**config.mk**
```make
export PLATFORM = sky130hd
export DESIGN_NAME = neighbor_table_with_aging
export DESIGN_NICKNAME = d
export VERILOG_FILES = /design/src/sv/nta_pkg.sv /design/src/sv/neighbor_table_with_aging.sv /design/src/sv/nta_slot.sv
export SDC_FILE = /design/constraint.sdc
export NUM_CORES = 2
export LEC_CHECK = 0
export ABC_AREA = 1
export BUFFER_PORTS_ARGS = -buffer_cell sky130_fd_sc_hd__buf_2
export CAP_MARGIN = 20
export CELL_PAD_IN_SITES_DETAIL_PLACEMENT = 0
export CELL_PAD_IN_SITES_GLOBAL_PLACEMENT = 1
export CORE_MARGIN = 4
export CORE_UTILIZATION = 50
export DETAILED_ROUTE_END_ITERATION = 10
export PLACE_DENSITY = 0.8
export SETUP_SLACK_MARGIN = 0.3
export SLEW_MARGIN = 20
export SYNTH_ARGS = -nofsm -noshare
export SYNTH_HDL_FRONTEND = slang
export SYNTH_SLANG_ARGS = --single-unit
```
**constraint.sdc**
```tcl
create_clock -name clk -period 23 [get_ports clk]
set_clock_uncertainty 0.1 [all_clocks]
set_input_delay 2.3 -clock clk [delete_from_list [all_inputs] [get_ports clk]]
set_output_delay 2.3 -clock clk [all_outputs]
set_load 0.01 [all_outputs]
```
**src/sv/nta_pkg.sv**
```systemverilog
// shared types and constants of the neighbor table with aging
`timescale 1ns / 1ps
`default_nettype none
package nta_pkg;

	localparam int TABLE_DEPTH_DEF = 16;
	localparam int PADDR_W         = 3;
	localparam int PDATA_W         = 32;

	localparam logic [15:0] AGE_LIMIT_RST   = 16'd320;
	localparam logic [7:0]  NO_NEIGHBOR_RST = 8'd90;

	localparam logic OP_RECORD = 1'b0;
	localparam logic OP_PURGE  = 1'b1;

	localparam logic REG_AGE_LIMIT   = 1'b0;
	localparam logic REG_NO_NEIGHBOR = 1'b1;

	typedef struct packed {
		logic        operation;
		logic [15:0] sender_id;
		logic [7:0]  distance;
		logic [7:0]  reported_count;
		logic [7:0]  reported_state;
		logic [31:0] tick;
	} cmd_t;

	typedef struct packed {
		logic [4:0] neighbor_count;
		logic [7:0] nearest_distance;
		logic [7:0] nearest_even_slot;
		logic [7:0] nearest_odd_slot;
		logic       both_sides_seen;
	} rsp_t;

	typedef struct packed {
		logic [15:0] id;
		logic [31:0] stamp;
		logic [7:0]  distance;
		logic [7:0]  cnt;
		logic [7:0]  st;
	} entry_t;

	typedef struct packed {
		logic [7:0] all_min;
		logic [7:0] even_min;
		logic [7:0] odd_min;
		logic       seen_even;
		logic       seen_odd;
	} scan_t;

endpackage
`default_nettype wire

```
**src/sv/neighbor_table_with_aging.sv**
```systemverilog
// top level of the neighbor table with aging: control, config port and slot row
//
// channel  | ports                                  | timing
// ---------+----------------------------------------+--------------------------------
// command  | start, busy, cmd                       | word taken when start & !busy
// result   | done, rsp                              | one-cycle strobe, no back-pressure
// config   | psel penable pwrite paddr pwdata prdata| apb, write on access cycle
//
// record: the time from start to done is set by the token walking the slot row
// purge: each valid slot is walked from the top down first, then the same scan
// one word at a time; busy stays high from the accepting edge until the done cycle
// reset clears the count and control; slot contents stay undefined until written
// done is never held off: the result is valid in its strobe cycle only
`timescale 1ns / 1ps
`default_nettype none
module neighbor_table_with_aging #(
	parameter int TABLE_DEPTH = nta_pkg::TABLE_DEPTH_DEF
) (
	input  wire                            clk,
	input  wire                            arst_n,
	input  wire                            start,
	output logic                           busy,
	input  nta_pkg::cmd_t                  cmd,
	output logic                           done,
	output nta_pkg::rsp_t                  rsp,
	input  wire                            psel,
	input  wire                            penable,
	input  wire                            pwrite,
	input  wire  [nta_pkg::PADDR_W-1:0]    paddr,
	input  wire  [nta_pkg::PDATA_W-1:0]    pwdata,
	output logic [nta_pkg::PDATA_W-1:0]    prdata,
	output logic                           pready
);
	import nta_pkg::*;

	localparam int IW = (TABLE_DEPTH > 1) ? $clog2(TABLE_DEPTH) : 1;
	localparam int CW = $clog2(TABLE_DEPTH + 1);
	localparam logic [CW-1:0] DEPTH_C = CW'(TABLE_DEPTH);
	localparam logic [IW-1:0] LAST_SLOT = IW'(TABLE_DEPTH - 1);

	localparam logic [1:0] ST_IDLE  = 2'd0;
	localparam logic [1:0] ST_PURGE = 2'd1;
	localparam logic [1:0] ST_SCAN  = 2'd2;

	logic [1:0]    state_q;
	logic [CW-1:0] count_q;
	logic [IW-1:0] walk_q;
	logic [31:0]   tick_q;
	logic          scan_go_q;
	logic          done_q;
	rsp_t          rsp_q;
	logic [15:0]   age_limit_q;
	logic [7:0]    nbr_dist_q;

	entry_t              rd      [TABLE_DEPTH];
	logic [TABLE_DEPTH-1:0] valid_vec;
	logic [TABLE_DEPTH-1:0] hit_vec;
	logic [TABLE_DEPTH-1:0] we_vec;
	logic                tok_c   [TABLE_DEPTH+1];
	scan_t               acc_c   [TABLE_DEPTH+1];

	logic          accept;
	logic          cfg_wr;
	logic [IW-1:0] last_idx;
	logic [IW-1:0] miss_slot;
	logic [31:0]   age;
	logic          aged;
	entry_t        wdata;
	entry_t        new_entry;

	assign accept = start && !busy;
	assign cfg_wr = psel && penable && pwrite && pready;
	assign pready = 1'b1;

	always_comb begin
		case (paddr[2])
			REG_AGE_LIMIT:   prdata = {16'b0, age_limit_q};
			REG_NO_NEIGHBOR: prdata = {24'b0, nbr_dist_q};
			default:         prdata = '0;
		endcase
	end

	always_ff @(posedge clk or negedge arst_n) begin
		if (!arst_n) begin
			age_limit_q <= AGE_LIMIT_RST;
			nbr_dist_q  <= NO_NEIGHBOR_RST;
		end else if (cfg_wr) begin
			case (paddr[2])
				REG_AGE_LIMIT:   age_limit_q <= pwdata[15:0];
				REG_NO_NEIGHBOR: nbr_dist_q  <= pwdata[7:0];
				default:         ;
			endcase
		end
	end

	assign last_idx  = count_q[IW-1:0] - IW'(1);
	assign miss_slot = (count_q < DEPTH_C) ? count_q[IW-1:0] : LAST_SLOT;
	assign age       = tick_q - rd[walk_q].stamp;
	assign aged      = age > {16'b0, age_limit_q};

	always_comb begin
		new_entry.id       = cmd.sender_id;
		new_entry.stamp    = cmd.tick;
		new_entry.distance = cmd.distance;
		new_entry.cnt      = cmd.reported_count;
		new_entry.st       = cmd.reported_state;
	end

	assign wdata = (state_q == ST_IDLE) ? new_entry : rd[last_idx];

	always_comb begin
		for (int i = 0; i < TABLE_DEPTH; i++) begin
			valid_vec[i] = CW'(i) < count_q;
			hit_vec[i]   = valid_vec[i] && (rd[i].id == cmd.sender_id);
		end
	end

	always_comb begin
		we_vec = '0;
		if (accept && cmd.operation == OP_RECORD) begin
			if (|hit_vec) begin
				we_vec = hit_vec;
			end else begin
				for (int i = 0; i < TABLE_DEPTH; i++) begin
					we_vec[i] = IW'(i) == miss_slot;
				end
			end
		end else if (state_q == ST_PURGE && aged) begin
			for (int i = 0; i < TABLE_DEPTH; i++) begin
				we_vec[i] = IW'(i) == walk_q;
			end
		end
	end

	always_ff @(posedge clk or negedge arst_n) begin
		if (!arst_n) begin
			state_q   <= ST_IDLE;
			count_q   <= '0;
			walk_q    <= '0;
			scan_go_q <= 1'b0;
			done_q    <= 1'b0;
		end else begin
			scan_go_q <= 1'b0;
			done_q    <= 1'b0;
			case (state_q)
				ST_IDLE: begin
					if (accept) begin
						if (cmd.operation == OP_RECORD) begin
							if (!(|hit_vec) && count_q < DEPTH_C) begin
								count_q <= count_q + CW'(1);
							end
							state_q   <= ST_SCAN;
							scan_go_q <= 1'b1;
						end else if (count_q == '0) begin
							state_q   <= ST_SCAN;
							scan_go_q <= 1'b1;
						end else begin
							state_q <= ST_PURGE;
							walk_q  <= last_idx;
						end
					end
				end
				ST_PURGE: begin
					if (aged) begin
						count_q <= count_q - CW'(1);
					end
					if (walk_q == '0) begin
						state_q   <= ST_SCAN;
						scan_go_q <= 1'b1;
					end else begin
						walk_q <= walk_q - IW'(1);
					end
				end
				ST_SCAN: begin
					if (tok_c[TABLE_DEPTH]) begin
						state_q <= ST_IDLE;
						done_q  <= 1'b1;
					end
				end
				default: state_q <= ST_IDLE;
			endcase
		end
	end

	always_ff @(posedge clk) begin
		if (accept) begin
			tick_q <= cmd.tick;
		end
		if (state_q == ST_SCAN && tok_c[TABLE_DEPTH]) begin
			rsp_q.neighbor_count    <= 5'(count_q);
			rsp_q.nearest_distance  <= acc_c[TABLE_DEPTH].all_min;
			rsp_q.nearest_even_slot <= acc_c[TABLE_DEPTH].even_min;
			rsp_q.nearest_odd_slot  <= acc_c[TABLE_DEPTH].odd_min;
			rsp_q.both_sides_seen   <= acc_c[TABLE_DEPTH].seen_even
				&& acc_c[TABLE_DEPTH].seen_odd;
		end
	end

	assign tok_c[0]           = scan_go_q;
	assign acc_c[0].all_min   = nbr_dist_q;
	assign acc_c[0].even_min  = nbr_dist_q;
	assign acc_c[0].odd_min   = nbr_dist_q;
	assign acc_c[0].seen_even = 1'b0;
	assign acc_c[0].seen_odd  = 1'b0;

	for (genvar g = 0; g < TABLE_DEPTH; g++) begin : g_slot
		nta_slot #(
			.ODD_SLOT(g % 2 == 1)
		) u_slot (
			.clk    (clk),
			.arst_n (arst_n),
			.we     (we_vec[g]),
			.wdata  (wdata),
			.valid  (valid_vec[g]),
			.rd     (rd[g]),
			.tok_in (tok_c[g]),
			.acc_in (acc_c[g]),
			.tok_out(tok_c[g+1]),
			.acc_out(acc_c[g+1])
		);
	end

	assign busy = state_q != ST_IDLE;
	assign done = done_q;
	assign rsp  = rsp_q;

	a_count_range: assert property (@(posedge clk) disable iff (!arst_n)
		count_q <= DEPTH_C)
		else $error("slot count above table depth");

	a_walk_below_count: assert property (@(posedge clk) disable iff (!arst_n)
		state_q == ST_PURGE |-> CW'(walk_q) < count_q)
		else $error("purge walk outside valid slots");

	a_single_hit: assert property (@(posedge clk) disable iff (!arst_n)
		$onehot0(hit_vec))
		else $error("sender id held in more than one slot");

	a_done_idle: assert property (@(posedge clk) disable iff (!arst_n)
		done_q |-> state_q == ST_IDLE && $past(state_q) == ST_SCAN)
		else $error("result strobe outside end of scan");

	a_scan_launch: assert property (@(posedge clk) disable iff (!arst_n)
		accept && cmd.operation == OP_RECORD |=> state_q == ST_SCAN && scan_go_q)
		else $error("record word did not start the scan");

endmodule
`default_nettype wire

```
**src/sv/nta_slot.sv**
```systemverilog
// one table slot: entry storage and one step of the distance scan chain
`timescale 1ns / 1ps
`default_nettype none
module nta_slot #(
	parameter bit ODD_SLOT = 1'b0
) (
	input  wire              clk,
	input  wire              arst_n,
	input  wire              we,
	input  nta_pkg::entry_t  wdata,
	input  wire              valid,
	output nta_pkg::entry_t  rd,
	input  wire              tok_in,
	input  nta_pkg::scan_t   acc_in,
	output logic             tok_out,
	output nta_pkg::scan_t   acc_out
);
	import nta_pkg::*;

	entry_t entry_q;
	logic   tok_q;
	scan_t  acc_q;
	scan_t  acc_nxt;

	always_ff @(posedge clk) begin
		if (we) begin
			entry_q <= wdata;
		end
	end

	always_comb begin
		acc_nxt = acc_in;
		if (valid) begin
			if (entry_q.distance < acc_in.all_min) begin
				acc_nxt.all_min = entry_q.distance;
			end
			if (ODD_SLOT) begin
				if (entry_q.distance < acc_in.odd_min) begin
					acc_nxt.odd_min = entry_q.distance;
				end
			end else begin
				if (entry_q.distance < acc_in.even_min) begin
					acc_nxt.even_min = entry_q.distance;
				end
			end
			if (entry_q.id[0]) begin
				acc_nxt.seen_odd = 1'b1;
			end else begin
				acc_nxt.seen_even = 1'b1;
			end
		end
	end

	always_ff @(posedge clk or negedge arst_n) begin
		if (!arst_n) begin
			tok_q <= 1'b0;
		end else begin
			tok_q <= tok_in;
		end
	end

	always_ff @(posedge clk) begin
		acc_q <= acc_nxt;
	end

	assign rd      = entry_q;
	assign tok_out = tok_q;
	assign acc_out = acc_q;

endmodule
`default_nettype wire
```
Word-level counts from Yosys, hierarchy flattened
Index checks and enable logic that the tools add are counted.
{ "word_totals": {"ff_bits": 1683, "inputBits": 114, "out_inout_bits": 65, "wordCells": 465} }
{ "classes": {"n_addsub": 5, "magnitude_cmp": 51, "n_eq_ne": 57, "muxes": 121, "bitwise": 4, "n_reduce_logical": 38} }
{ "ops": {"columns": ["cell", "count"], "rows": [
  ["$bmux W72 S4", 2],
  ["$eq A16 B16 Y1", 16],
  ["$lt A8 B8 Y1", 31],
  ["$mux W8", 31],
  ["$mux W72", 3],
  ["$mux W26", 8],
  ["$mux W16", 11],
  ["$mux W56", 2],
  ["$eq A4 B4 Y1 const A", 16],
  ["$pmux W32 S2", 1],
  ["$lt A4 B5 Y1 const A", 8],
  ["$mux W1", 38],
  ["$eq A3 B4 Y1 const A", 8],
  ["$gt A32 B16 Y1", 1],
  ["$sub A32 B32 Y32", 1],
  ["$logic_and A1 B1 Y1", 24],
  ["$mux W2", 12],
  ["$lt A3 B5 Y1 const A", 4],
  ["$mux W4", 5],
  ["$mux W5", 4],
  ["$eq A2 B4 Y1 const A", 4],
  ["$reduce_or A16 Y1", 1],
  ["$ne A2 B2 Y1 const B", 6],
  ["$ge A5 B5 Y1 const B", 2],
  ["other kinds (24)", 37]
]} }

Logic depth before layout (Yosys ltp)
{ "logic_depth": {"word_depth": 9, "mapped_depth": 36, "ltp_nobuf": 33} }

Cells and area by module
Synthesis repeated with hierarchy kept, for this count alone.
{ "unflattened": {"cells_unflattened": 8305, "area_unflattened_um2": 80973.9} }
{ "by_module_without_submodules": {"columns": ["module", "instances", "cells_each", "area_each_um2", "seq_area_each_um2"], "rows": [
  ["nta_slot", 16, 217, 3379.5, 2707.6],
  ["neighbor_table_with_aging", 1, 4833, 26902.1, 2795.2]
]} }

Worst setup path after synthesis
Ideal clock, no wire load.
{ "synth_timing": {"path_kind": "flip-flop to flip-flop", "from": "register walk_q[0]", "to": "register g_slot[11].u_slot.entry_q (netlist bit g_slot[11].u_slot.rd[16]), enable pin", "setup_time_ns": 0.547, "arrival_ns": 8.213, "t_required_ns": 22.353, "setup_slack_ns": 14.140, "stages_incl_launch_ff": 36, "n_path_buf": 5, "synth_period_minus_slack_ns": 8.860, "cell_sequence": "dfrtp_1 inv_2 buf_2 clkbuf_1 buf_2 buf_1 o21ai_0 o22ai_1 nand2_1 nand4_1 ha_1 fa_1 inv_1 nand3_1 nand3_1 nand2_1 nand2_1 nand3_1 nand2_1 xor2_1 ha_1 nand2_1 nor2_1 nand3_1 nor2_1 nand2_1 nand3_1 nand2_1 nand3_1 nor2_1 nand3_1 nor2_1 nand2_1 nand2_1 clkbuf_2 o21ai_0"} }
{ "synth_between": {"elab_chain_len": 9, "elab_cells_between_ends": 10, "cone_classes": "1 x add/sub; 1 x order compare; 1 x eq/ne; 5 x mux; 1 x bitwise; 1 x reduce/logical"} }
{ "synth_lines": {"columns": ["element", "line_no", "rtl"], "rows": [
  ["from (decl)", "neighbor_table_with_aging.sv:47", "logic [IW-1:0] walk_q;"],
  ["from (signal assigned)", "neighbor_table_with_aging.sv:159", "walk_q <= last_idx;"],
  ["from (signal assigned)", "neighbor_table_with_aging.sv:171", "walk_q <= walk_q - IW'(1);"],
  ["$not A4 Y5 (implied by the code)", "neighbor_table_with_aging.sv:98", "assign age = tick_q - rd[walk_q].stamp;"],
  ["$bmux W72 S4", "neighbor_table_with_aging.sv:98", null],
  ["$mux W56 (implied by the code) (2 in a row)", "neighbor_table_with_aging.sv:98", null],
  ["$sub A32 B32 Y32", "neighbor_table_with_aging.sv:98", null],
  ["$gt A32 B16 Y1", "neighbor_table_with_aging.sv:99", "assign aged = age > {16'b0, age_limit_q};"],
  ["$logic_and A1 B1 Y1", "neighbor_table_with_aging.sv:128", "end else if (state_q == ST_PURGE && aged) begin"],
  ["$mux W16 (*)", "neighbor_table_with_aging.sv:128", null],
  ["$mux W16 (*)", "neighbor_table_with_aging.sv:120", "if (accept && cmd.operation == OP_RECORD) begin"],
  ["named net g_slot[11].u_slot.we", "nta_slot.sv:9", "input wire we,"],
  ["to (signal assigned)", "nta_slot.sv:27", "entry_q <= wdata;"],
  ["to (decl)", "nta_slot.sv:20", "entry_t entry_q;"]
]} }
The timed path passes the listed nets; every way through them passes the cells marked *. The select of a mux whose other input is x is not followed.
A chain may end at the register's enable or synchronous reset.

Final worst setup path
{ "layout_timing": {"from": "register walk_q[0]", "to": "register g_slot[13].u_slot.entry_q (netlist bit g_slot[13].u_slot.rd[45]), enable pin"} }
{ "layout_between": {"elab_chain_len": 9, "elab_cells_between_ends": 10, "cone_classes": "1 x add/sub; 1 x order compare; 1 x eq/ne; 5 x mux; 1 x bitwise; 1 x reduce/logical"} }
{ "layout_lines": {"columns": ["element", "line_no"], "rows": [
  ["$not A4 Y5 (implied by the code)", "neighbor_table_with_aging.sv:98"],
  ["$bmux W72 S4", "neighbor_table_with_aging.sv:98"],
  ["$mux W56 (implied by the code) (2 in a row)", "neighbor_table_with_aging.sv:98"],
  ["$sub A32 B32 Y32", "neighbor_table_with_aging.sv:98"],
  ["$gt A32 B16 Y1", "neighbor_table_with_aging.sv:99"],
  ["$logic_and A1 B1 Y1", "neighbor_table_with_aging.sv:128"],
  ["$mux W16 (*)", "neighbor_table_with_aging.sv:128"],
  ["$mux W16 (*)", "neighbor_table_with_aging.sv:120"],
  ["named net g_slot[13].u_slot.we", "nta_slot.sv:9"],
  ["to (signal assigned)", "nta_slot.sv:27"],
  ["to (decl)", "nta_slot.sv:20"]
]} }
Marked as above.

==> impl_results.md <==
- Most frequent cell after synthesis: o21ai_0
- Via count: between 50,000 and 60,000
- Adder-cell share of the synthesized area: 0.0516
- Maximum achievable frequency: 0.115 GHz
- Max Cap Viol: 0
- Area Growth Syn to Fin: 10.9%
- Final WL: between 200,000 and 250,000 µm
- Worst setup margin: between 10 and 15 ns
- Synth area leader: edfxtp_1
- Vias in the first global route: ~50,000
- Critical path type: reg -> reg
- PostCTS Resize Cnt: 0
- Most frequent cells after synthesis: 1,140 x o21ai_0, 987 x nand2_1, 958 x edfxtp_1
- Pleak: about 29 nW
- Max incr delay on CP: ~0.97 ns
- Post-Syn Instances: between 7,000 and 8,000
- CTS buffer count: between 150 and 200
- WHS Path Cells: 0
- Top Usage Layer GRT: met2
- Crit path DAT: 9.00 ns
- Post-synth ARST share: 0.0374
- Unrepaired setup endpoints after global routing: no
- Worst Hold End: g_slot[13].u_slot.acc_out[16]$_DFF_P_
- Worst skew pair latency: roughly 0.80 ns
- Placement Rows: roughly 130
- Yosys reg bits: between 1,000 and 1,500
- Die Span Y: ~370 µm
- Top cell by count, worst path: nand2_1
- EDFF count, synth: 958
- Clock buffer depth: 3
- R2r setup slk: about 14 ns
- Post-synthesis mux area share: 0.00134
- Slew Limit Fails: 0
- Crit Reg-Reg Endpoint: g_slot[13].u_slot.rd[45]$_DFFE_PP_
- Mapped cell area: around 67,000 µm²
- Layout cells sized above 1: 0.0819
- Filler cells: 11,534
- # nets final: between 7,000 and 8,000
- GRT Util Overall: 0.303
- # port buffers: roughly 130
- Startpoint type of the worst setup path: flip-flop
- Crit. End Element: flip-flop
- Final TNS setup: 0 ns
- Initial Utilization: 0.503
- Core area: between 100,000 and 150,000 µm²
- Data required, critical path: approximately 23 ns
- HP Start: g_slot[12].u_slot.acc_out[16]$_DFF_P_
- CTS tree: done
- Postcts setup bufs: 0
- Final Hold Vio Count: 0
- Met2 GRT Util: 0.473
- Top_reg_cell synth: edfxtp_1
- GR Util met3: 0.0680
- Reg2Reg Launch Point: walk_q[0]$_DFFE_PN0P_
- DR vias/cell: 6.00
- VDD IR max: 334 µV
- Simple-Gate Fraction of Synth Area: 0.128
- YS warnings: 0
- Ratio of final minimum period to clock period: 0.378
- Status: complete, no violations
- DR DRC count: 0
- CTS root buf: clkbuf_16
- Largest net degree at the start of global routing: approximately 220
- Die X: about 370 µm
- R2R depth: 32
- Yosys cell types: 59
- Maximum level of the CTS H-tree: 4
- Dpl hpwl: about 140,000 µm
- Largest family of logic cells by synthesized area: compound AO/OA/AOI/OAI gates
- Final setup violation count: 0
- Initial antenna violation count: 10
- Post-synthesis compound-gate area fraction: 0.169
- Yosys top cell area share: 0.429
- Final min period: 8.70 ns
- Cell Pwr Density: approximately 170 nW/µm²
- CP max stage cell: o21ai_4
- Initial DRC Count: around 6,600
- Routed Antenna Nets: 0
- Met1 Use GR: 0.415
- DIE AREA: 140,000 µm²
- Seq/Total Area, Yosys: 0.571
- Slew margin rel.: 0.149
- Top-Level Pins: about 180
- Cts hold-fix bufs: 0
- Largest cells by area after synthesis: edfxtp_1 43%, dfxtp_1 12%, o21ai_0 8.5%
- First-pass GRT wire length: between 300,000 and 400,000 µm
- Worst hold-check path type: reg -> reg
- Wirelength per Cell: around 25 µm
- CTS sink count: around 1,400
- DR pass1 iterations: 6
- Max FO, Critical Path: between 90 and 100
- Xor and xnor area share after synthesis: 0.0171
- Grt total ovfl: 0
- Tightest Pin Transition: around 1.3 ns
- Total Power: 12.5 mW
- Avg Inst Size Synth: between 9 and 10 µm²
- Setup WS pre-CTS: approximately 14 ns
- GP Congestion: about 0.98
- Clock slew at reported path FFs: about 0.06 ns
==> worst max path at each step <==
stage	start	endpoint	slack, ns	depth (start not counted)
finish	walk_q[0]$_DFFE_PN0P_	g_slot[13].u_slot.rd[45]$_DFFE_PP_	14.30	32
global route	walk_q[0]$_DFFE_PN0P_	g_slot[13].u_slot.rd[24]$_DFFE_PP_	13.78	32
CTS	walk_q[0]$_DFFE_PN0P_	g_slot[13].u_slot.rd[24]$_DFFE_PP_	14.04	32
detailed placement	walk_q[0]$_DFFE_PN0P_	g_slot[13].u_slot.rd[17]$_DFFE_PP_	14.06	32
global placement	walk_q[1]$_DFFE_PN0P_	g_slot[13].u_slot.rd[17]$_DFFE_PP_	14.18	28
floorplan	walk_q[0]$_DFFE_PN0P_	g_slot[11].u_slot.rd[16]$_DFFE_PP_	14.14	35
==> worst max-delay path: cells and delay by family (launching register included) <==
family	cells	cell delay, ns
buf+inv	4	2.38
simple gates	21	2.77
flops	1	0.63
compound gates	3	1.31
fa+ha+maj	3	0.79
xor+xnor	1	0.18
==> metrics by stage <==
step | hold slack [ns] | std cells | utilization | instance area (µm²)
2_1_floorplan | 0.210 | 7025 | - | 67100
3_3_place_gp | 0.210 | 8596 | 0.519 | 69200
3_5_place_dp | 0.212 | 8600 | 0.519 | 69200
4_1_cts | 0.220 | 8877 | 0.556 | 74100
5_1_grt | 0.227 | 8891 | 0.558 | 74400
6_report | 0.213 | 8895 | 0.558 | 74400
==> layout make-up <==
cell class / instances / area [µm²] / area share
Antenna cell: 5 / 12.5 / 0.000168
Tap cell: 1768 / 2210 / 0.0297
Timing Repair Buffer: 212 / 1320 / 0.0177
Multi-Input combinational cell: 4555 / 25200 / 0.339
Inverter: 659 / 2510 / 0.0338
Clock buffer: 211 / 4300 / 0.0579
Sequential cell: 1419 / 38300 / 0.515
Clock inverter: 66 / 533 / 0.00717
==> registers in the layout (all words and copies together), names as in the netlist <==
name / flops
g_slot.u_slot.tok_out: 16
state_q: 2
g_slot.u_slot.acc_out: 408
count_q: 5
walk_q: 4
age_limit_q: 16
nbr_dist_q: 8
rsp: 30
scan_go_q: 1
g_slot.u_slot.rd: 896
tick_q: 32
done: 1
==> layout by cell type, fill, tap and decap left out, types with 28 or more instances in the layout <==
| cell | synthesis | routed |
|---|---|---|
| clkbuf_16 | 0 | 158 |
| buf_2 | 38 | 130 |
| o22ai_1 | 124 | 124 |
| clkbuf_1 | 291 | 38 |
| nor2_1 | 896 | 890 |
| inv_1 | 635 | 631 |
| a31oi_2 | 0 | 34 |
| nand2_1 | 987 | 981 |
| a21oi_1 | 250 | 246 |
| o221ai_1 | 154 | 154 |
| nand3_1 | 192 | 192 |
| buf_4 | 36 | 76 |
| dfrtp_1 | 47 | 44 |
| o21bai_1 | 41 | 41 |
| dfxtp_1 | 408 | 408 |
| ha_1 | 275 | 274 |
| o211ai_1 | 48 | 48 |
| a221oi_1 | 29 | 28 |
| edfxtp_1 | 958 | 958 |
| xor2_1 | 104 | 103 |
| a22o_1 | 29 | 29 |
| o21ai_0 | 1140 | 1131 |
==> per-layer routing <==
metal  share of wire  vias to the layer above
li1                -                    24319
met1            0.40                    25577
met2            0.45                     2900
met3            0.11                      525
met4           0.039                       10
met5         0.00024                        -
==> report_power, final <==
part           total, mW  switching (mW)  leakage [nW]  internal, mW
combinational       5.90            4.25          14.2          1.64
clock               2.37            1.02          2.36          1.35
sequential          4.23           0.324          12.7          3.91
total               12.5            5.60          29.2          6.89
==> logic make-up after synthesis <==
kind of cell    count (synthesis)
fa+ha+maj                     276
mux                             8
flops                        1419
simple gates                 2152
other cells                     2
buf+inv                      1051
xor+xnor                      131
compound gates               1971
Power figures use the tool's default switching activity.
